### config.mk
export PLATFORM = sky130hd
export DESIGN_NAME = tmt_front
export DESIGN_NICKNAME = d
export VERILOG_FILES = /design/src/rtl/tagged_message_table_drop_oldest_macros.svh /design/src/rtl/tmt_pkg.sv /design/src/rtl/tmt_front.sv
export SDC_FILE = /design/constraint.sdc
export NUM_CORES = 1
export LEC_CHECK = 0
export BUFFER_PORTS_ARGS = -buffer_cell sky130_fd_sc_hd__clkbuf_2
export CORE_ASPECT_RATIO = 1.4
export CORE_MARGIN = 1
export CORE_UTILIZATION = 30
export DETAILED_ROUTE_END_ITERATION = 10
export MAX_ROUTING_LAYER = met4
export PLACE_DENSITY_LB_ADDON = 0.05
export SYNTH_ARGS = -nofsm -noshare
export SYNTH_HDL_FRONTEND = slang
export SYNTH_SLANG_ARGS = --single-unit
### constraint.sdc
create_clock -name clock -period 8.23 [get_ports clock]
set_input_delay 1.2345 -clock clock [delete_from_list [all_inputs] [get_ports clock]]
set_output_delay 1.2345 -clock clock [all_outputs]
set_load 0.005 [all_outputs]
### src/rtl/tagged_message_table_drop_oldest_macros.svh
// Assertion macros for the tagged message table.
`ifndef TAGGED_MESSAGE_TABLE_DROP_OLDEST_MACROS_SVH
`define TAGGED_MESSAGE_TABLE_DROP_OLDEST_MACROS_SVH
`define TMT_ASSERT_IMPL(label, clk, rst, ante, cons, msg) \
   label: assert property (@(posedge clk) disable iff (rst) (ante) |-> (cons)) else $error(msg);
`define TMT_ASSERT_NEXT(label, clk, rst, ante, cons, msg) \
   label: assert property (@(posedge clk) disable iff (rst) (ante) |=> (cons)) else $error(msg);
`endif

### src/rtl/tmt_pkg.sv
// Shared types and constants for the tagged message table.
`default_nettype none
package tmt_pkg;
   localparam int TableDepthDefault = 64;
   localparam int PayloadBitsDefault = 32;
   localparam int IdW = 32;
   localparam int StatusW = 4;
   localparam int PosW = 6;
   localparam int OpW = 3;
   localparam int QueueDepth = 2;

   localparam logic [OpW-1:0] OP_ADD = 3'd0;
   localparam logic [OpW-1:0] OP_GET = 3'd1;
   localparam logic [OpW-1:0] OP_MARK = 3'd2;
   localparam logic [OpW-1:0] OP_DEL = 3'd3;
   localparam logic [OpW-1:0] OP_CLEAR = 3'd4;

   localparam logic CSR_UNREAD = 1'b0;
   localparam logic CSR_READ = 1'b1;

   typedef enum logic [2:0] {
      CMD_ADD = 3'd0, CMD_GET = 3'd1, CMD_MARK = 3'd2, CMD_DEL = 3'd3,
      CMD_CLEAR = 3'd4, CMD_BAD = 3'd5
   } cmd_type;

   typedef struct packed {
      cmd_type cmd;
      logic box;
      logic [63:0] payload;
      logic [StatusW-1:0] status;
      logic [PosW-1:0] position;
      logic [IdW-1:0] key;
   } job_type;
endpackage
`default_nettype wire

### src/rtl/tmt_front.sv
// Front end: accepts requests, decodes them and queues them for the engine.
`default_nettype none
module tmt_front
   import tmt_pkg::*;
#(
   parameter int PAYLOAD_BITS = PayloadBitsDefault
) (
   input wire logic clock,
   input wire logic reset,
   input wire logic req_tvalid,
   output logic req_tready,
   input wire logic [OpW-1:0] req_op,
   input wire logic req_box,
   input wire logic [31:0] req_payload,
   input wire logic [StatusW-1:0] req_status,
   input wire logic [PosW-1:0] req_position,
   input wire logic [IdW-1:0] req_key,
   output logic job_valid,
   input wire logic job_ready,
   output job_type job
);
   job_type q_ff [QueueDepth];
   logic [0:0] wr_ff, wr_in, rd_ff, rd_in;
   logic [1:0] cnt_ff, cnt_in;
   job_type dec;
   logic push, pop;
   logic [63:0] pmask;

   always_comb begin
      pmask = '0;
      for (int i = 0; i < 64; i++) begin
         if (i < PAYLOAD_BITS) pmask[i] = 1'b1;
      end
      dec.box = req_box;
      dec.payload = {32'd0, req_payload} & pmask;
      dec.status = req_status;
      dec.position = req_position;
      dec.key = req_key;
      case (req_op)
         OP_ADD: dec.cmd = CMD_ADD;
         OP_GET: dec.cmd = CMD_GET;
         OP_MARK: dec.cmd = CMD_MARK;
         OP_DEL: dec.cmd = CMD_DEL;
         OP_CLEAR: dec.cmd = CMD_CLEAR;
         default: dec.cmd = CMD_BAD;
      endcase
   end

   assign req_tready = cnt_ff != 2'(QueueDepth);
   assign push = req_tvalid && req_tready;
   assign job_valid = cnt_ff != 2'd0;
   assign pop = job_valid && job_ready;
   assign job = q_ff[rd_ff];
   assign wr_in = push ? wr_ff + 1'b1 : wr_ff;
   assign rd_in = pop ? rd_ff + 1'b1 : rd_ff;
   assign cnt_in = cnt_ff + 2'(push) - 2'(pop);

   always_ff @(posedge clock) begin
      if (reset) begin
         wr_ff <= '0;
         rd_ff <= '0;
         cnt_ff <= '0;
      end else begin
         wr_ff <= wr_in;
         rd_ff <= rd_in;
         cnt_ff <= cnt_in;
      end
      if (push) q_ff[wr_ff] <= dec;
   end
endmodule
`default_nettype wire

==> results of run 1 <==
-- routing by layer --
layer / global-route usage (%) / vias to the layer above / share of wire, %
li1: - / 1467 / -
met1: 12.84 / 1544 / 38
met2: 20.46 / 106 / 54
met3: 4.255 / 11 / 6.7
met4: 5.029 / 0 / 1.5
met5: - / - / 0
-- logic make-up after synthesis --
| kind of cell | Yosys count | synth area share (%) |
|---|---|---|
| buf+inv | 43 | 5.103 |
| flops | 161 | 76.83 |
| fa+ha+maj | 1 | 0.2009 |
| mux | 79 | 15.49 |
| other cells | 1 | 0.06022 |
| simple gates | 14 | 1.226 |
| xor+xnor | 1 | 0.1407 |
| compound gates | 8 | 0.9444 |
-- cell usage in the layout (no fill, tap or decap), types with 2 or more instances in the layout --
cell type	n
buf_4	3
bufinv_16	4
clkbuf_1	3
clkbuf_16	17
clkbuf_2	161
clkinv_2	2
clkinv_4	2
clkinvlp_4	3
conb_1	32
dfxtp_1	4
edfxtp_1	156
inv_6	2
mux2_2	58
mux2_4	20
nor2_1	5
nor2b_1	3
o21ai_0	2
-- final cells by class --
class,count,area [um^2],area share (%)
well taps,256,320.3,4.103
repair buffers,164,828.3,10.61
inverters,1,5.005,0.06410
flip-flops and latches,161,4788,61.33
clock buffers,20,436.7,5.593
multi-input cells,135,1246,15.96
clock inverters,12,182.7,2.340
-- how the worst max path moves through the flow --
stage,start,to,slack [ns],cells past startpoint
CTS,flip-flop,job[50],4.49,3
global route,flip-flop,job[2],4.44,3
floorplan,req_tvalid,q_ff[1][0],4.68,1
global placement,flip-flop,job[50],4.97,3
finish,flip-flop,job[50],4.62,3
detailed placement,flip-flop,job[50],4.94,3
-- worst max-delay path, cell delays in order (launching register included) --
cell and delay, ns:
dfxtp_4 0.72, buf_4 0.66, mux2_2 0.43, clkbuf_2 0.12
-- through the flow --
stage | cells | total power, mW
3_3_place_gp | 717 | 1.461
4_1_cts | 749 | 2.306
3_5_place_dp | 717 | 1.466
6_report | 749 | 2.261
5_1_grt | 749 | 2.377
2_1_floorplan | 339 | 1.304
-- power by group --
| part | switching (mW) | internal, mW |
|---|---|---|
| sequential | 0.0449 | 0.998 |
| combinational | 0.178 | 0.210 |
| clock | 0.320 | 0.510 |
| total | 0.543 | 1.72 |
-- flip-flops by register name, indices dropped and copies added (netlist names), named ones only --
signal  count
cnt_ff      2
q_ff      156
rd_ff       1
wr_ff       1
==> impl_metrics.csv, run 1 <==
group,metric,value,unit
worst_hold_path,hold_depth,2,
clocking,cts_tree,"done",
clocking,clk_pin_slew,0.06,ns
finish,area_delta_synth_final,25.38,%
power_and_ir_drop,vdd_drop_max,0.0001129,V
synthesis,synth_commonest_cells,"156 x edfxtp_1, 58 x mux2_2, 32 x buf_4, 20 x mux2_4",
synthesis,yosysMostFrequentCell,"edfxtp_1",
critical_path,cp.required,7.00,ns
synthesis,ys.warnings.count,0,
synthesis,synthTopCellsByArea,"edfxtp_1 75%, mux2_2 10%, mux2_4 4.8%",
routing,wl_per_cell,16.24,um
clocking,clkSinkCount,161,
finish,layout.nets,563,
timing,worstMarginPinSlew,0.7121,ns
critical_path,rr_endpoint,"q_ff[0][50]",
finish,antenna_cells,0,
timing,holdWs,0.5079,ns
finish,fin_util,38.27,%
clocking,cts_resized,0,
global_route,grt_overflow,0,
timing,hold_viol,0,
critical_path,r2r_cells,4,
clocking,cts_hold_buf,0,
power_and_ir_drop,power_leakage,3.017,nW
global_route,first_global_vias,3328,
global_route,grt_pass1_wl,17.88,mm
timing,finalCritPeriodShare,43.84,%
placed_design,io_buffers,161,
global_route,grtUsageTotal,12.16,%
synthesis,synth_edf_count,156,
critical_path,critPathMaxFanout,42,
timing,final_max_slew_viol_count,0,
placed_design,place_congestion,0.6581,
placed_design,hpwlAfterDp,7.779,mm
global_route,grt_max_degree,44,
clocking,postCtsSetupBuffers,0,
floorplanning,rows,62,
floorplanning,initial_core_util,30.52,%
synthesis,ys_ff_latch,161,
routing,viasPerCell,4.176,
synthesis,yosysSeqAreaShare,76.83,%
global_route,antenna_found_initial,0,
finish,final_area,7807,um^2
worst_hold_path,hold_class,"reg2reg",
finish,final_layout_size_suffix_gt1_share,55.98,%
floorplanning,core,20400,um^2
critical_path,reg2reg_slack,5.89,ns
run,cap_violations,0,
timing,finalClockSkew,0.008016,ns
worst_hold_path,hold_end,"rd_ff",
critical_path,start_kind,"flip-flop",
floorplanning,die_y,172.5,um
placed_design,pre_cts_slack,4.942,ns
synthesis,synth.cell_area,6227,um^2
synthesis,yosys_most_used_dff,"edfxtp_1",
timing,setup_tns,0,ns
critical_path,crit_arrival,2.37,ns
routing,vias,3128,
power_and_ir_drop,p_per_area,289.6,nW/um^2
synthesis,synth_top_cell_area_share,75.23,%
routing,drt-total-wl,12.17,mm
synthesis,synth_top_area_cell,"edfxtp_1",
clocking,insertion_delay,0.42,ns
timing,worst_slack,4.622,ns
routing,ant_nets,0,
critical_path,r2r_start,"cnt_ff[0]",
floorplanning,die_area,21350,um^2
routing,drt_iter0_markers,165,
synthesis,synth_cells,308,
synthesis,syn_avg_cell_area,20.22,um^2
synthesis,async_flop_share,0,%
critical_path,crit_path_end_kind,"primary output",
floorplanning,io_pins,194,
routing,drc,0,
clocking,cts_max_path_buffers,2,
timing,setup_viol_count_final,0,
timing,period_minus_slack,3.608,ns
clocking,clock_tree.root_cell,"clkbuf_16",
synthesis,synth_cell_type_count,28,
finish,fill_cells,1971,
clocking,h-tree-depth,4,
timing,max-slew-margin-rel,52.47,%
floorplanning,dieWidth,123.8,um
timing,max_freq,0.2772,GHz
timing,rsz0062_at_grt,"false",
clocking,numCtsBuffers,17,
placed_design,place_area,7188,um^2
worst_hold_path,holdCritStartpoint,"rd_ff",
routing,firstDrtPassIters,4,
outcome,outcome,"finished clean",
critical_path,crit_type,"reg2out",
Note: power is estimated with default switching activity, not from simulation.
==> inputs of run 2 (changes only) <==
Settings changed: ABC_AREA set to 1.
Clock period 8.23 ns to 3.7 ns, I/O delays scaled along.
==> run 2 against run 1 <==
  * Clock skew down 0.0014 ns
  * Cell count up 0.93%
  * Utilization up 0.24 points
  * Via count up 0.13%
  * Critical endpoint is now job[3]
  * Sequential power up 140%
==> impl_metrics.csv, run 2 <==
group,metric,value,unit
clocking,numCtsBuffers,17,
placed_design,hpwlAfterDp,7.952,mm
timing,final_max_slew_viol_count,0,
global_route,antenna_found_initial,1,
clocking,postCtsSetupBuffers,0,
clocking,clkSinkCount,161,
finish,final_layout_size_suffix_gt1_share,54.47,%
timing,finalClockSkew,0.006648,ns
routing,vias,3132,
clocking,h-tree-depth,4,
floorplanning,io_pins,194,
synthesis,synth_top_cell_area_share,75.48,%
synthesis,synthTopCellsByArea,"edfxtp_1 75%, mux2_2 11%, mux2_4 4.8%",
synthesis,yosys_most_used_dff,"edfxtp_1",
routing,wl_per_cell,15.94,um
floorplanning,rows,61,
floorplanning,core,20070,um^2
synthesis,async_flop_share,0,%
clocking,cts_hold_buf,0,
clocking,cts_resized,0,
global_route,grtUsageTotal,12.15,%
routing,drt_iter0_markers,156,
critical_path,cp.required,3.14,ns
timing,max_freq,0.3765,GHz
finish,layout.nets,575,
synthesis,syn_avg_cell_area,19.64,um^2
timing,max-slew-margin-rel,46.55,%
synthesis,ys_ff_latch,161,
run,cap_violations,0,
global_route,first_global_vias,3278,
power_and_ir_drop,vdd_drop_max,0.0002666,V
synthesis,synth_top_area_cell,"edfxtp_1",
critical_path,crit_path_end_kind,"primary output",
critical_path,r2r_start,"cnt_ff[0]",
placed_design,place_congestion,0.6671,
routing,viasPerCell,4.143,
worst_hold_path,hold_class,"in2reg",
global_route,grt_overflow,0,
timing,period_minus_slack,2.656,ns
critical_path,crit_type,"reg2out",
clocking,cts_tree,"done",
synthesis,yosysMostFrequentCell,"edfxtp_1",
clocking,clk_pin_slew,0.06,ns
clocking,clock_tree.root_cell,"clkbuf_16",
finish,fin_util,38.51,%
timing,setup_viol_count_final,0,
finish,area_delta_synth_final,24.56,%
critical_path,start_kind,"flip-flop",
routing,firstDrtPassIters,4,
timing,hold_viol,0,
floorplanning,die_y,172.2,um
critical_path,r2r_cells,5,
synthesis,yosysSeqAreaShare,77.10,%
timing,setup_tns,0,ns
routing,drt-total-wl,12.05,mm
floorplanning,initial_core_util,30.92,%
synthesis,synth_commonest_cells,"156 x edfxtp_1, 58 x mux2_2, 32 x buf_4, 20 x mux2_4, 10 x nor2_1",
finish,final_common_cell,"clkbuf_2",
power_and_ir_drop,power_leakage,3.004,nW
timing,rsz0062_at_grt,"false",
global_route,grt_max_degree,50,
outcome,outcome,"finished clean",
finish,reg_top3,"q_ff: 156 flops, cnt_ff: 2 flops",
clocking,cts_max_path_buffers,2,
clocking,insertion_delay,0.42,ns
worst_hold_path,holdCritStartpoint,"req_payload[3]",
synthesis,synth.cell_area,6206,um^2
finish,largest-register,"q_ff",
placed_design,io_buffers,161,
timing,worstMarginPinSlew,0.8018,ns
critical_path,crit_arrival,2.10,ns
synthesis,ys.warnings.count,0,
floorplanning,die_area,21270,um^2
synthesis,synth_edf_count,156,
synthesis,synth_cell_type_count,18,
floorplanning,dieWidth,123.6,um
finish,final_cell_mix,"161 x clkbuf_2, 156 x edfxtp_1, 58 x mux2_2",
critical_path,reg2reg_slack,1.88,ns
global_route,grt_pass1_wl,17.75,mm
routing,ant_nets,0,
synthesis,synth_cells,316,
timing,finalCritPeriodShare,71.78,%
routing,drc,0,
power_and_ir_drop,p_per_area,658.5,nW/um^2
critical_path,critPathMaxFanout,49,
finish,largest_register_ffs,156,
worst_hold_path,hold_depth,1,
==> run 2: final cells by class <==
type                    instances  area (um^2)
well taps                     252        315.3
fillers                      1949        12340
clock buffers                  20        436.7
multi-input cells             135         1205
inverters                       9        33.78
clock inverters                10        90.09
flip-flops and latches        161         4788
diodes                          1        2.502
repair buffers                168        858.3
==> run 2: cell families after synthesis <==
family / count (synthesis) / share of synthesized area [%]
buf+inv: 51 / 5.605
other cells: 1 / 0.06043
fa+ha+maj: 1 / 0.2016
compound gates: 3 / 0.2823
xor+xnor: 1 / 0.1412
flops: 161 / 77.10
mux: 78 / 15.36
simple gates: 20 / 1.250
==> run 2: report_power, final <==
part	total (mW)	leakage, nW	internal, mW	switching (mW)
registers	2.46	1.50	2.32	0.141
clock network	1.58	0.243	0.913	0.666
logic	1.05	1.26	0.557	0.497
total	5.09	3.00	3.79	1.30
==> run 2: critical path, stage by stage (launching register included) <==
cell	delay, ns
dfxtp_4	0.88
buf_4	0.34
mux2_2	0.35
clkbuf_2	0.11
==> run 2: metal layers <==
metal	up-vias	routed length (um)	global-route usage, %
met4	0	186	5.029
met1	1528	4656	12.97
met3	15	732	3.826
li1	1475	-	-
met5	-	0	-
met2	114	6476	20.65
==> run 2: final timing paths <==
| path | to |
|---|---|
| worst max-delay path | job[3] |
| worst min-delay path | q_ff[0][45] |
| worst max register to register | q_ff[1][77] |
| worst min register to register | flip-flop |
==> run 2: metrics by stage <==
step	worst slack, ns	cells	hold slack (ns)	cell area (um^2)	power [mW]
floorplan	0.5236	347	0.4669	6327	3.135
global placement	1.424	725	0.4803	7201	3.581
detailed placement	1.387	725	0.4989	7201	3.602
CTS	0.9288	755	0.3000	7727	5.206
global route	0.8778	756	0.3025	7730	5.372
finish	1.044	756	0.3226	7730	5.090
==> inputs of run 3 (changes only) <==
Clock period 3.7 ns to 2.17 ns, I/O delays scaled along.
==> run 3 against run 2 <==
  * Clock-buffer cell count fell by 2
  * Via count down 0.29%
  * Clock power grew 100%
  * Utilization is 1.1 points higher
  * Register-to-register slack worse by 1.3 ns
  * Cell area up 2.9%
  * Combinational power up 88%
  * Global-route usage decreased by 0.45 points
  * Sequential share of layout area down 1.7 points
  * Setup slack lost 0.91 ns
  * Hold slack lost 0.23 ns
  * Critical path depth did not move
  * Critical path type unchanged
  * Highest routed layer unchanged
==> impl_metrics.csv, run 3 (synthesized netlist as in run 2, its figures left out) <==
group,metric,value,unit
clocking,cts_tree,"done",
finish,final-seq-area,4788,um^2
timing,worstMarginPinSlew,0.5208,ns
timing,max_freq,0.4907,GHz
clocking,cts_hold_buf,0,
finish,multi_input_area,1215,um^2
critical_path,crit_arrival,1.71,ns
timing,hold_viol,0,
run,cap_violations,0,
floorplanning,core,20070,um^2
floorplanning,rows,61,
clocking,postCtsSetupBuffers,0,
routing,vias,3123,
clocking,insertion_delay,0.41,ns
routing,firstDrtPassIters,4,
worst_hold_path,holdCritStartpoint,"req_payload[1]",
timing,rsz0062_at_grt,"false",
placed_design,place_congestion,0.6490,
finish,area_delta_synth_final,28.17,%
global_route,grt_max_degree,79,
timing,max-slew-margin-rel,65.28,%
floorplanning,die_area,21270,um^2
clocking,cts_max_path_buffers,2,
critical_path,slowest_stage,"dfxtp_4",
finish,largest_register_ffs,156,
clocking,cts_resized,0,
floorplanning,initial_core_util,30.92,%
routing,drt-total-wl,11.76,mm
routing,viasPerCell,4.104,
clocking,numCtsBuffers,17,
timing,holdWs,0.09705,ns
global_route,grtUsageTotal,11.69,%
timing,final_max_slew_viol_count,0,
critical_path,reg2reg_slack,0.58,ns
global_route,grtUsageMet1,12.28,%
clocking,h-tree-depth,4,
timing,finalClockSkew,0.008898,ns
routing,wl_per_cell,15.45,um
routing,drc,0,
critical_path,r2r_start,"cnt_ff[0]",
power_and_ir_drop,p_per_area,1167,nW/um^2
clocking,clk_pin_slew,0.07,ns
floorplanning,die_y,172.2,um
critical_path,worstPathCellList,"buf_12 -> mux2_2 -> clkbuf_2",
global_route,grt_overflow,0,
timing,setup_viol_count_final,0,
critical_path,crit_type,"reg2out",
clocking,clock_tree.root_cell,"clkbuf_16",
worst_hold_path,hold_depth,1,
timing,period_minus_slack,2.038,ns
finish,final_cell_mix,"161 x clkbuf_2, 156 x edfxtp_1, 58 x mux2_2",
critical_path,cpPeakStageDelay,0.57,ns
worst_hold_path,hold_end,"q_ff[1][43]",
critical_path,rr_endpoint,"q_ff[1][36]",
finish,reg_top3,"q_ff: 156 flops, cnt_ff: 2 flops",
outcome,outcome,"finished clean",
floorplanning,dieWidth,123.6,um
global_route,antenna_found_initial,3,
critical_path,cp.required,1.84,ns
finish,final_layout_size_suffix_gt1_share,55.73,%
critical_path,crit_path_end_kind,"primary output",
critical_path,critPathMaxFanout,24,
finish,fill_cells,1904,
routing,ant_nets,0,
finish,largest-register,"q_ff",
clocking,clkSinkCount,161,
finish,final_common_cell,"clkbuf_2",
placed_design,hpwlAfterDp,7.988,mm
routing,drt_iter0_markers,104,
power_and_ir_drop,power_leakage,3.109,nW
critical_path,start_kind,"flip-flop",
placed_design,io_buffers,161,
global_route,grt_busiest_layer,"met2",
critical_path,r2r_cells,5,
global_route,first_global_vias,3235,
power_and_ir_drop,vdd_drop_max,0.0004750,V
timing,finalCritPeriodShare,93.92,%
global_route,grt_pass1_wl,17.19,mm
global_route,grt_use_met3,4.749,%
timing,setup_tns,0,ns
worst_hold_path,hold_class,"in2reg",
floorplanning,io_pins,194,
finish,layout.nets,576,
global_route,use_met2,19.60,%
-- run 3: cell types whose count changed in the layout (fill, tap and decap cells not counted), moves of 3 or more --
cell	change
buf_12	+7
buf_4	-6
bufinv_16	+4
clkinv_2	+3
clkinvlp_4	-4
-- run 3: routing by layer --
metal | up-vias | wire, um | share of wire, %
met5 | - | 0 | 0
met4 | 0 | 129 | 1.1
met3 | 8 | 772 | 6.6
met2 | 106 | 6345 | 54
met1 | 1526 | 4511 | 38
li1 | 1483 | - | -
-- run 3: metrics by stage --
stage	cells	utilization, %	cell area, um^2	power [mW]	setup WS [ns]
after global placement	726	36.40	7306	6.201	0.5342
after floorplan	347	-	6347	5.349	0.01007
after detailed placement	726	36.40	7306	6.220	0.5176
final	761	39.62	7954	9.285	0.1320
after CTS	758	39.59	7946	9.485	0.06302
after global routing	761	39.62	7954	9.775	0.01703
-- run 3: critical path, delay by kind of cell, from the launching register on --
kind	cells	cell delay (ns)
multiplexers	1	0.36
buffers and inverters	2	0.37
flip-flops	1	0.57
-- run 3: area by class of cell --
class	count	share of cell area (%)
Antenna cell	3	0.09438
Clock buffer	18	5.396
Timing Repair Buffer	169	11.99
Inverter	9	0.4247
Tap cell	252	3.964
Clock inverter	14	2.658
Sequential cell	161	60.20
Multi-Input combinational cell	135	15.27
-- run 3: how the worst max path moves through the flow --
stage               slack, ns          to  startpoint
finish                   0.13      job[5]   flip-flop
global route             0.02     job[32]   flip-flop
CTS                      0.06      job[5]   flip-flop
detailed placement       0.52      job[5]   flip-flop
global placement         0.53     job[47]   flip-flop
floorplan                0.01  q_ff[1][0]   cnt_ff[0]
-- run 3: report_power, final --
| group | total, mW | internal (mW) | switching (mW) |
|---|---|---|---|
| clock network | 3.22 | 2.04 | 1.17 |
| registers | 4.10 | 3.94 | 0.158 |
| logic | 1.97 | 1.03 | 0.936 |
| total | 9.28 | 7.02 | 2.27 |
